`src/design/lkv_pkg.sv`:
```
// ----------------------------------------------------------------------------
// lkv_pkg
// types and constants shared by the lru key-value cache modules
// ----------------------------------------------------------------------------
package lkv_pkg;

    localparam int KEY_W   = 32;
    localparam int VALUE_W = 32;
    localparam int CAP_W   = 5;

    localparam logic [CAP_W-1:0] CAP_RESET = CAP_W'(16);

    localparam logic CMD_GET = 1'b0;
    localparam logic CMD_PUT = 1'b1;

    typedef struct packed {
        logic                      cmd;
        logic signed [KEY_W-1:0]   key;
        logic signed [VALUE_W-1:0] value;
    } lkv_req_t;

    typedef struct packed {
        logic                      hit;
        logic signed [VALUE_W-1:0] read_value;
    } lkv_rsp_t;

    typedef enum logic [1:0] {
        ST_IDLE,
        ST_COMPARE,
        ST_RESOLVE,
        ST_UPDATE
    } lkv_state_t;

    // controller to datapath
    typedef struct packed {
        logic load;
        logic compare;
        logic resolve;
        logic commit;
        logic cfg_we;
    } lkv_cmd_t;

endpackage

```
`src/design/lru_key_value_cache.sv`:
```
// ----------------------------------------------------------------------------
// lru_key_value_cache
// fully associative key-value store kept in least-recently-used order
// ----------------------------------------------------------------------------
//  channel  handshake             word
//  req      req_valid/req_stall   lkv_req_t  {cmd, key, value}
//  rsp      rsp_valid/rsp_stall   lkv_rsp_t  {hit, read_value}
//  cfg      cfg_valid/cfg_ready   capacity, 5 bits
//
//  a request goes through capture, key compare, slot select with the value
//  ram read, then rank update and value write.
//  the rank update waits while a previous result word is still stalled.
//  reset clears valid marks, ranks and occupancy at once; capacity resets to 16.
//  a new request is taken while the last result word still waits.
// ----------------------------------------------------------------------------
module lru_key_value_cache #(
    parameter int MAX_ENTRIES = 16
) (
    input  logic                      clk,
    input  logic                      rst_n,
    input  logic                      req_valid,
    output logic                      req_stall,
    input  lkv_pkg::lkv_req_t         req,
    output logic                      rsp_valid,
    input  logic                      rsp_stall,
    output lkv_pkg::lkv_rsp_t         rsp,
    input  logic                      cfg_valid,
    output logic                      cfg_ready,
    input  logic [lkv_pkg::CAP_W-1:0] cfg_data
);
    import lkv_pkg::*;

    lkv_cmd_t cmd;

    lkv_ctrl u_ctrl (
        .clk       (clk),
        .rst_n     (rst_n),
        .req_valid (req_valid),
        .req_stall (req_stall),
        .rsp_valid (rsp_valid),
        .rsp_stall (rsp_stall),
        .cfg_valid (cfg_valid),
        .cfg_ready (cfg_ready),
        .cmd       (cmd)
    );

    lkv_datapath #(
        .MAX_ENTRIES (MAX_ENTRIES)
    ) u_datapath (
        .clk      (clk),
        .rst_n    (rst_n),
        .cmd      (cmd),
        .req      (req),
        .cfg_data (cfg_data),
        .rsp      (rsp)
    );

endmodule

```
`src/design/lkv_ram.sv`:
```
// ----------------------------------------------------------------------------
// lkv_ram
// simple dual-port ram, one write port and one registered read port
// ----------------------------------------------------------------------------
module lkv_ram #(
    parameter int WIDTH = 32,
    parameter int DEPTH = 16
) (
    input  logic                     clk,
    input  logic                     we,
    input  logic [$clog2(DEPTH)-1:0] waddr,
    input  logic [WIDTH-1:0]         wdata,
    input  logic                     re,
    input  logic [$clog2(DEPTH)-1:0] raddr,
    output logic [WIDTH-1:0]         rdata
);

    logic [WIDTH-1:0] mem_reg [DEPTH];
    logic [WIDTH-1:0] rdata_reg;

    always_ff @(posedge clk)
    begin
        if (we)
        begin
            mem_reg[waddr] <= wdata;
        end
        if (re)
        begin
            rdata_reg <= mem_reg[raddr];
        end
    end

    assign rdata = rdata_reg;

endmodule

```
`src/design/lkv_ctrl.sv`:
```
// ----------------------------------------------------------------------------
// lkv_ctrl
// request sequencer and response valid for the lru key-value cache
// ----------------------------------------------------------------------------
module lkv_ctrl (
    input  logic             clk,
    input  logic             rst_n,
    input  logic             req_valid,
    output logic             req_stall,
    output logic             rsp_valid,
    input  logic             rsp_stall,
    input  logic             cfg_valid,
    output logic             cfg_ready,
    output lkv_pkg::lkv_cmd_t cmd
);
    import lkv_pkg::*;

    lkv_state_t state_reg;
    lkv_state_t state_next;
    logic       rsp_valid_reg;
    logic       rsp_valid_next;
    logic       rsp_free;

    always_ff @(posedge clk or negedge rst_n)
    begin
        if (!rst_n)
        begin
            state_reg     <= ST_IDLE;
            rsp_valid_reg <= 1'b0;
        end
        else
        begin
            state_reg     <= state_next;
            rsp_valid_reg <= rsp_valid_next;
        end
    end

    assign rsp_free = !rsp_valid_reg || !rsp_stall;

    always_comb
    begin
        state_next     = state_reg;
        cmd            = '0;
        rsp_valid_next = rsp_valid_reg && rsp_stall;
        req_stall      = 1'b1;
        cfg_ready      = 1'b0;
        unique case (state_reg)
            ST_IDLE:
            begin
                req_stall  = 1'b0;
                cfg_ready  = 1'b1;
                cmd.cfg_we = cfg_valid;
                if (req_valid)
                begin
                    cmd.load   = 1'b1;
                    state_next = ST_COMPARE;
                end
            end
            ST_COMPARE:
            begin
                cmd.compare = 1'b1;
                state_next  = ST_RESOLVE;
            end
            ST_RESOLVE:
            begin
                cmd.resolve = 1'b1;
                state_next  = ST_UPDATE;
            end
            ST_UPDATE:
            begin
                // hold until the result word has somewhere to go
                if (rsp_free)
                begin
                    cmd.commit     = 1'b1;
                    rsp_valid_next = 1'b1;
                    state_next     = ST_IDLE;
                end
            end
            default:
            begin
                state_next = ST_IDLE;
            end
        endcase
    end

    assign rsp_valid = rsp_valid_reg;

endmodule

```
`src/design/lkv_datapath.sv`:
```
// ----------------------------------------------------------------------------
// lkv_datapath
// entry keys, valid marks, recency ranks, value ram and result register
// ----------------------------------------------------------------------------
module lkv_datapath #(
    parameter int MAX_ENTRIES = 16
) (
    input  logic                        clk,
    input  logic                        rst_n,
    input  lkv_pkg::lkv_cmd_t           cmd,
    input  lkv_pkg::lkv_req_t           req,
    input  logic [lkv_pkg::CAP_W-1:0]   cfg_data,
    output lkv_pkg::lkv_rsp_t           rsp
);
    import lkv_pkg::*;

    localparam int IDX_W = $clog2(MAX_ENTRIES);
    localparam int OCC_W = $clog2(MAX_ENTRIES + 1);

    lkv_req_t           req_reg;
    lkv_rsp_t           rsp_reg;
    logic [KEY_W-1:0]   key_reg   [MAX_ENTRIES];
    logic               valid_reg [MAX_ENTRIES];
    logic [IDX_W-1:0]   rank_reg  [MAX_ENTRIES];
    logic [IDX_W-1:0]   rank_next [MAX_ENTRIES];
    logic [OCC_W-1:0]   occ_reg;
    logic [CAP_W-1:0]   cap_reg;
    logic [MAX_ENTRIES-1:0] match_reg;
    logic [MAX_ENTRIES-1:0] victim_reg;
    logic [MAX_ENTRIES-1:0] sel_reg;
    logic [MAX_ENTRIES-1:0] sel_next;
    logic [IDX_W-1:0]   slot_reg;
    logic [IDX_W-1:0]   slot_next;
    logic [IDX_W-1:0]   r_reg;
    logic [IDX_W-1:0]   r_next;
    logic               hit_reg;
    logic               touch_reg;
    logic               touch_next;
    logic               new_reg;
    logic               new_next;
    logic               grow_reg;
    logic               grow_next;

    logic [OCC_W-1:0]   eff_cap;
    logic               hit;
    logic [IDX_W-1:0]   match_idx;
    logic [IDX_W-1:0]   match_rank;
    logic [IDX_W-1:0]   victim_idx;
    logic [IDX_W-1:0]   top_rank;
    logic [VALUE_W-1:0] ram_rdata;
    logic               ram_we;

    // a capacity of zero acts as one, above the entry count as the entry count
    always_comb
    begin
        if (cap_reg == '0)
        begin
            eff_cap = OCC_W'(1);
        end
        else if (32'(cap_reg) > MAX_ENTRIES)
        begin
            eff_cap = OCC_W'(MAX_ENTRIES);
        end
        else
        begin
            eff_cap = OCC_W'(cap_reg);
        end
    end

    assign top_rank = IDX_W'(occ_reg - OCC_W'(1));

    // keys and ranks are unique among valid entries, so match and victim are one-hot or zero
    always_comb
    begin
        match_idx  = '0;
        match_rank = '0;
        victim_idx = '0;
        for (int j = 0; j < MAX_ENTRIES; j++)
        begin
            if (match_reg[j])
            begin
                match_idx  = match_idx | IDX_W'(j);
                match_rank = match_rank | rank_reg[j];
            end
            if (victim_reg[j])
            begin
                victim_idx = victim_idx | IDX_W'(j);
            end
        end
    end

    assign hit = |match_reg;

    always_comb
    begin
        sel_next   = '0;
        slot_next  = '0;
        r_next     = '0;
        touch_next = 1'b0;
        new_next   = 1'b0;
        grow_next  = 1'b0;
        priority if (hit)
        begin
            sel_next   = match_reg;
            slot_next  = match_idx;
            r_next     = match_rank;
            touch_next = 1'b1;
        end
        else if (req_reg.cmd == CMD_PUT)
        begin
            touch_next = 1'b1;
            new_next   = 1'b1;
            if (occ_reg >= eff_cap)
            begin
                sel_next  = victim_reg;
                slot_next = victim_idx;
                r_next    = top_rank;
            end
            else
            begin
                // valid entries always fill the low slots in order
                for (int j = 0; j < MAX_ENTRIES; j++)
                begin
                    sel_next[j] = (occ_reg == OCC_W'(j));
                end
                slot_next = IDX_W'(occ_reg);
                r_next    = IDX_W'(occ_reg);
                grow_next = 1'b1;
            end
        end
        else
        begin
            // a get that misses leaves every entry alone
            touch_next = 1'b0;
        end
    end

    always_comb
    begin
        for (int j = 0; j < MAX_ENTRIES; j++)
        begin
            rank_next[j] = rank_reg[j];
            if (touch_reg)
            begin
                if (sel_reg[j])
                begin
                    rank_next[j] = '0;
                end
                else if (valid_reg[j] && (rank_reg[j] < r_reg))
                begin
                    rank_next[j] = rank_reg[j] + IDX_W'(1);
                end
            end
        end
    end

    always_ff @(posedge clk or negedge rst_n)
    begin
        if (!rst_n)
        begin
            occ_reg <= '0;
            cap_reg <= CAP_RESET;
            for (int j = 0; j < MAX_ENTRIES; j++)
            begin
                valid_reg[j] <= 1'b0;
                rank_reg[j]  <= '0;
            end
        end
        else
        begin
            if (cmd.cfg_we)
            begin
                cap_reg <= cfg_data;
            end
            if (cmd.commit)
            begin
                if (grow_reg)
                begin
                    occ_reg <= occ_reg + OCC_W'(1);
                end
                for (int j = 0; j < MAX_ENTRIES; j++)
                begin
                    rank_reg[j] <= rank_next[j];
                    if (sel_reg[j] && new_reg)
                    begin
                        valid_reg[j] <= 1'b1;
                    end
                end
            end
        end
    end

    always_ff @(posedge clk)
    begin
        if (cmd.load)
        begin
            req_reg <= req;
        end
        if (cmd.compare)
        begin
            for (int j = 0; j < MAX_ENTRIES; j++)
            begin
                match_reg[j]  <= valid_reg[j] && (key_reg[j] == req_reg.key);
                victim_reg[j] <= valid_reg[j] && (rank_reg[j] == top_rank);
            end
        end
        if (cmd.resolve)
        begin
            sel_reg   <= sel_next;
            slot_reg  <= slot_next;
            r_reg     <= r_next;
            hit_reg   <= hit;
            touch_reg <= touch_next;
            new_reg   <= new_next;
            grow_reg  <= grow_next;
        end
        if (cmd.commit)
        begin
            for (int j = 0; j < MAX_ENTRIES; j++)
            begin
                if (sel_reg[j] && new_reg)
                begin
                    key_reg[j] <= req_reg.key;
                end
            end
            rsp_reg.hit <= hit_reg;
            if ((req_reg.cmd == CMD_GET) && hit_reg)
            begin
                rsp_reg.read_value <= ram_rdata;
            end
            else
            begin
                rsp_reg.read_value <= '0;
            end
        end
    end

    assign ram_we = cmd.commit && (req_reg.cmd == CMD_PUT) && touch_reg;

    lkv_ram #(
        .WIDTH (VALUE_W),
        .DEPTH (MAX_ENTRIES)
    ) u_value_ram (
        .clk   (clk),
        .we    (ram_we),
        .waddr (slot_reg),
        .wdata (req_reg.value),
        .re    (cmd.resolve),
        .raddr (match_idx),
        .rdata (ram_rdata)
    );

    assign rsp = rsp_reg;

endmodule

```
`config.mk`:
```
export PLATFORM = sky130hd
export DESIGN_NAME = lru_key_value_cache
export DESIGN_NICKNAME = d
export VERILOG_FILES = /design/src/design/lkv_pkg.sv /design/src/design/lru_key_value_cache.sv /design/src/design/lkv_ram.sv /design/src/design/lkv_ctrl.sv /design/src/design/lkv_datapath.sv
export SDC_FILE = /design/constraint.sdc
export NUM_CORES = 2
export LEC_CHECK = 0
export BUFFER_PORTS_ARGS = -buffer_cell sky130_fd_sc_hd__buf_4
export CAP_MARGIN = 20
export CORE_ASPECT_RATIO = 0.6
export CORE_UTILIZATION = 55
export CTS_CLUSTER_SIZE = 25
export DETAILED_ROUTE_END_ITERATION = 6
export PLACE_DENSITY_LB_ADDON = 0.08
export SYNTH_ARGS = -nofsm -noshare
export SYNTH_HDL_FRONTEND = slang
export SYNTH_SLANG_ARGS = --single-unit
```
`constraint.sdc`:
```
create_clock -name clk -period 3.8 [get_ports clk]
set_clock_uncertainty 0.05 [all_clocks]
set_input_delay 0.76 -clock clk [delete_from_list [all_inputs] [get_ports clk]]
set_output_delay 0.76 -clock clk [all_outputs]
set_load 0.01 [all_outputs]
```
Yosys cells after proc, flatten, opt, wreduce, memory -nomap -nowiden
Memories as Yosys holds them, arrays and structs flattened. A register that Yosys moved wholly into a read port is not among the register bits.
Cells that the tools add are included.
{"block": "totals", "input_bits": 75, "memories": 2, "latchBits": 0, "mem_bits_rw": 1024, "mem_bits_ro": 0, "register_bits": 251, "elab_cells": 437}
{"block": "op_classes", "order_cmp": 18, "reduce_logical": 126, "shift": 0, "addsub": 18, "mux": 155, "bitwise_logic": 16, "eq_ne": 52, "mul": 0, "div_mod_pow": 0}
{"name": "u_datapath.key_reg", "words": 16, "width": 32, "rd": 16, "rd_ports_with_merged_regs": 0, "wr": 16, "line": "lkv_datapath.sv:22", "source": "logic [KEY_W-1:0] key_reg [MAX_ENTRIES];"}
{"name": "u_datapath.u_value_ram.mem_reg", "words": 16, "width": 32, "rd": 1, "rd_ports_with_merged_regs": 1, "wr": 1, "line": "lkv_ram.sv:18", "source": "logic [WIDTH-1:0] mem_reg [DEPTH];"}
{"cell": "32-bit == test", "count": 16}
{"cell": "4-bit two-way mux", "count": 70}
{"cell": "1-bit logical AND", "count": 68}
{"cell": "1-bit two-way mux", "count": 65}
{"cell": "4-bit by 1-bit adder with 4-bit output, second input constant", "count": 16}
{"cell": "4-bit == test", "count": 16}
{"cell": "4-bit less-than comparator", "count": 16}
{"cell": "4-bit OR", "count": 15}
{"cell": "16-bit two-way mux", "count": 3}
{"cell": "3-bit AND reduction", "count": 16}
{"cell": "5-bit by 4-bit == test with 1-bit output, second input constant", "count": 8}
{"cell": "2-bit AND reduction", "count": 18}
{"cell": "2-bit nonzero test", "count": 16}
{"cell": "3-bit two-way mux", "count": 8}
{"cell": "5-bit by 3-bit == test with 1-bit output, second input constant", "count": 4}
{"cell": "17-bit OR reduction", "count": 1}
{"cell": "16-bit OR reduction", "count": 1}
{"cell": "2-bit two-way mux", "count": 6}
{"cell": "5-bit by 2-bit == test with 1-bit output, second input constant", "count": 2}
{"cell": "5-bit zero test", "count": 2}
{"cell": "5-bit two-way mux", "count": 2}
{"cell": "2-bit one-hot mux with 4 select lines", "count": 1}
{"cell": "5-bit by 1-bit adder with 5-bit output, second input constant", "count": 1}
{"cell": "5-bit by 1-bit == test with 1-bit output, second input constant", "count": 1}
{"cell": "11 further kinds", "count": 13}

Longest topological paths before layout
{"block": "depth", "word_depth": 32, "ltp_mapped": 11}

Cells and area by module
From an unflattened synthesis, not the netlist that was laid out.
{"block": "hier_totals", "hier_cells": 3173, "hier_area_um2": 54322.1}
{"module": "lkv_datapath", "seq_area_each_um2": 22372.7, "area_per_inst_um2": 33941.3, "cells_each": 2315, "n_inst": 1}
{"module": "lkv_ram", "seq_area_each_um2": 16335.7, "area_per_inst_um2": 20155.6, "cells_each": 838, "n_inst": 1}
{"module": "lkv_ctrl", "seq_area_each_um2": 75.1, "area_per_inst_um2": 225.2, "cells_each": 20, "n_inst": 1}

Worst setup path before layout
No wires, ideal clock.
{"block": "synth_timing", "kind": "input-to-reg", "start": "in rsp_stall", "end": "mem u_datapath.u_value_ram.mem_reg[2][0], enable pin", "path_slack_ps": -542, "arrival_time_ps": 3831, "required_ps": 3289, "stages": 7, "n_path_buf": 2, "cell_sequence": "nand2_1 nand3_1 clkbuf_1 clkbuf_1 nor2_1 nand3_1 nor3_1"}
{"block": "synth_via", "elab_chain_len": 8}
{"element": "start, declared", "line": "lru_key_value_cache.sv:25", "source": "input logic rsp_stall,"}
{"element": "1-bit zero test", "line": "lkv_ctrl.sv:38", "source": "assign rsp_free = !rsp_valid_reg || !rsp_stall;"}
{"element": "1-bit logical OR", "line": "lkv_ctrl.sv:38"}
{"element": "1-bit two-way mux", "line": "lkv_ctrl.sv:72", "source": "if (rsp_free)"}
{"element": "1-bit two-way mux", "line": "lkv_ctrl.sv:47", "source": "unique case (state_reg)"}
{"element": "1-bit logical AND (2 in series)", "line": "lkv_datapath.sv:238", "source": "assign ram_we = cmd.commit && (req_reg.cmd == CMD_PUT) && touch_reg;"}
{"element": "1-bit two-way mux", "line": "lkv_ram.sv:23", "source": "if (we)"}
{"element": "1-bit two-way mux (implied by the code)", "line": "lkv_ram.sv:25", "source": "mem_reg[waddr] <= wdata;"}
{"element": "end, declared", "line": "lkv_ram.sv:18"}
Every way passes these cells.

Final worst setup path
{"block": "layout_timing", "start": "reg u_datapath.req_reg[45] in the netlist's numbering", "end": "reg u_datapath.match_reg[15] (data pin)"}
{"block": "layout_via", "elab_chain_len": 2}
{"element": "start, declared", "line": "lkv_datapath.sv:20", "source": "lkv_req_t req_reg;"}
{"element": "start signal, assigned", "line": "lkv_datapath.sv:197", "source": "req_reg <= req;"}
{"element": "32-bit == test", "line": "lkv_datapath.sv:203", "source": "match_reg[j] <= valid_reg[j] && (key_reg[j] == req_reg.key);"}
{"element": "1-bit logical AND", "line": "lkv_datapath.sv:203"}
{"element": "end signal, assigned by index", "line": "lkv_datapath.sv:203"}
{"element": "end, declared", "line": "lkv_datapath.sv:28", "source": "logic [MAX_ENTRIES-1:0] match_reg;"}
Every way passes these cells.
A chain may end at the register's enable or synchronous reset.

==> impl_metrics.yaml <==
outcome:
  status: "finished, violations left"
  violations: "design-rule violations"
placed_design:
  placedCellCount: 4879
  place_congestion: 0.968
  io_buffers: 110
  dp_hpwl_um: 86600
grt:
  grt-ovfl-total: 0
  track_usage_pct: 28.1
  grt_first_pass_wirelength_um: 205000
  antenna_found_initial: 6
  grt_max_degree: 113
  grt_pass1_vias: 30300
logic_synthesis:
  async_reset_ff_share_pct: 7.12
  synth_cell_types: 52
  synthCells: 3475
  synth.avg_cell_area_um2: 15.8
  synth_ff_type: "edfxtp_1"
  ys_warn_count: 0
  syn_nets: 3629
  synth.cell_area_um2: 54800
  ys_seq_area_share_pct: 70.7
  synth_edf_count: 1214
  ys_ff_latch: 1307
critical_path:
  arrival_ns: 3.98
  cpLargestDelayFamily: "simple AND/OR/NAND/NOR gates"
  critPathMaxFanout: 9
  endpoint_kind: "flop"
  r2r-end: "u_datapath.match_reg[15]"
  crit_chain: "buf_4, xnor2_1, nand4_1, nor4_1, nand4_1, nor4_1"
  worstPathRequired_ns: 4.13
  worstReg2RegStart: "u_datapath.req_reg[45]"
  crit_path_max_incr_delay_ns: 1.01
  r2r_slack_ns: 0.15
  worstRegToRegCells: 6
  crit_type: "flop to flop"
  cp_slowest_cell: "edfxtp_1"
  cp_num_buf_inv: 1
  startpoint_type: "flop"
clock_tree:
  cts_made_buffers: 115
  cts_root_buf: "clkbuf_16"
  htreeDepth: 3
  post_cts_resized: 0
  cts_tree: "built"
  cts_buffer_depth: 3
  clkSinkCount: 1307
  clk_pin_slew_worst_paths_ns: 0.08
  clock_latency_ns: 0.75
sta:
  setup_tns_ns: 0
  clock.fmax_mhz: 274
  slew_viol_final: 0
  finalHoldViolations: 0
  maxSlewHeadroom_pct: 23.2
  rsz0062_at_grt: "false"
  worst_slew_pin_slew_ns: 1.15
  period_needed_ns: 3.65
  post-route-period-util_pct: 95.9
  setup_violations: 0
  hold_ws_ns: 0.141
routing:
  drt_first_pass_iters: 7
  drt-initial-drc-count: 3579
  antenna_left: 0
  wl_um: 142000
  post_drt_via_cell_ratio: 6.16
  vias: 31400
  drc: 2
  wl_per_cell_um: 27.9
die:
  io-pin-count: 111
  start_util_pct: 55.7
  coreArea_um2: 98600
  die_h_um: 247
  die_area_um2: 101000
  fp.dieW_um: 410
  rows: 89
hold_path:
  hold_path_depth: 1
  hold_start: "req[53]"
  holdPathEnd: "u_datapath.req_reg[53]"
  hold_path.class: "input pin to flop"
final_layout:
  area_growth_pct: 13.7
  mostFrequentLayoutCell: "edfxtp_1"
  antenna_cells: 0
  final_cell_mix: "1214 x edfxtp_1, 417 x xnor2_1, 303 x mux2i_1, 208 x buf_4, 160 x xor2_1"
  drive_above_1_share_pct: 13.1
  layoutNonFillerInstCount: 5097
  final_nets: 3833
  nFillCells: 7032
power_and_ir_drop:
  ir_drop_v: 0.000455
  powerDensity_nw_per_um2: 668
  finalPower_w: 0.0416
  total_leakage_power_nw: 21.4
run:
  max_cap_viol_count: 0
[area by class of cell]
| cell class | instances | area, um2 | area share (%) |
|---|---|---|---|
| Sequential cell | 1307 | 38800 | 62.2 |
| Multi-Input combinational cell | 1982 | 15400 | 24.7 |
| Clock buffer | 139 | 3040 | 4.87 |
| Timing Repair Buffer | 256 | 2500 | 4.02 |
| Tap cell | 1319 | 1650 | 2.65 |
| Clock inverter | 77 | 906 | 1.45 |
| Inverter | 17 | 63.8 | 0.102 |
[logic make-up (layout without fill, tap and decap cells)]
group | Yosys count | count (layout) | synth area share [%]
flops | 1307 | 1307 | 70.7
simple gates | 687 | 687 | 6.94
fa+ha+maj | 79 | 79 | 1.80
xor+xnor | 579 | 579 | 9.25
mux | 314 | 314 | 5.88
buf+inv | 186 | 489 | 1.57
compound gates | 323 | 323 | 3.85
[Yosys cell counts, types with 5 or more instances]
master / instances / area [um2]
o21bai_1: 16 / 120
o22ai_1: 119 / 744
nor2b_1: 28 / 175
nor2_1: 67 / 251
nand4_1: 109 / 682
mux2i_1: 303 / 3030
xor2_1: 161 / 1410
buf_2: 36 / 180
or4_1: 38 / 285
ha_1: 79 / 988
buf_1: 10 / 37.5
o211ai_1: 11 / 82.6
edfxtp_1: 1214 / 36500
o2111ai_1: 18 / 158
nor3_1: 39 / 195
nand3_1: 64 / 320
inv_1: 17 / 63.8
a21oi_1: 29 / 145
mux2_2: 5 / 56.3
o21ai_0: 68 / 340
nor4_1: 62 / 388
o311ai_0: 8 / 70.1
clkbuf_1: 106 / 398
buf_6: 14 / 158
mux4_2: 6 / 135
nand2b_1: 30 / 188
or3_1: 8 / 50.1
nand2_1: 125 / 469
o211a_1: 8 / 80.1
a221oi_1: 6 / 52.6
dfrtp_1: 92 / 2300
xnor2_1: 418 / 3660
a22oi_1: 20 / 150
nand3b_1: 8 / 60.1
and3_1: 16 / 100
or2_2: 16 / 100
and2_1: 67 / 419
a22o_1: 6 / 52.6
[per-stage QoR]
step	area, um2	worst slack (ns)	util (%)
final	62400	0.155	63.3
after global routing	62400	0.0457	63.3
after CTS	62300	0.285	63.3
after detailed placement	58400	0.308	59.2
after global placement	58400	0.281	59.2
after floorplan	54900	0.309	-
[layer usage]
metal,GRT usage (%),routed length (um),up-vias
li1,-,-,13600
met1,45.5,66600,16100
met2,38.2,58300,1507
met3,6.89,15000,178
met4,5.53,2350,2
met5,0,20,-
[power breakdown]
part / internal, W / switching [W] / total [W]
combinational: 0.00371 / 0.00535 / 0.00907
clock: 0.00682 / 0.00538 / 0.0122
sequential: 0.0181 / 0.00230 / 0.0204
[how the worst max path moves through the flow]
| stage | end | cells past startpoint | startpoint | slack, ns |
|---|---|---|---|---|
| floorplan | u_datapath.u_value_ram.mem_reg[14][0] | 7 | rsp_stall | 0.31 |
| global placement | u_datapath.match_reg[6] | 5 | u_datapath.req_reg[57] | 0.28 |
| detailed placement | u_datapath.match_reg[15] | 6 | u_datapath.req_reg[45] | 0.31 |
| CTS | u_datapath.match_reg[15] | 6 | u_datapath.req_reg[45] | 0.29 |
| global route | u_datapath.match_reg[15] | 6 | u_datapath.req_reg[45] | 0.05 |
| finish | u_datapath.match_reg[15] | 6 | u_datapath.req_reg[45] | 0.15 |
[what timing repair did]
action / in CTS / in global routing
hold buffers: 1 / 0
setup buffers: 0 / 0
hold endpoints to repair: 37 / 0
(Power assumes the default switching activity.)
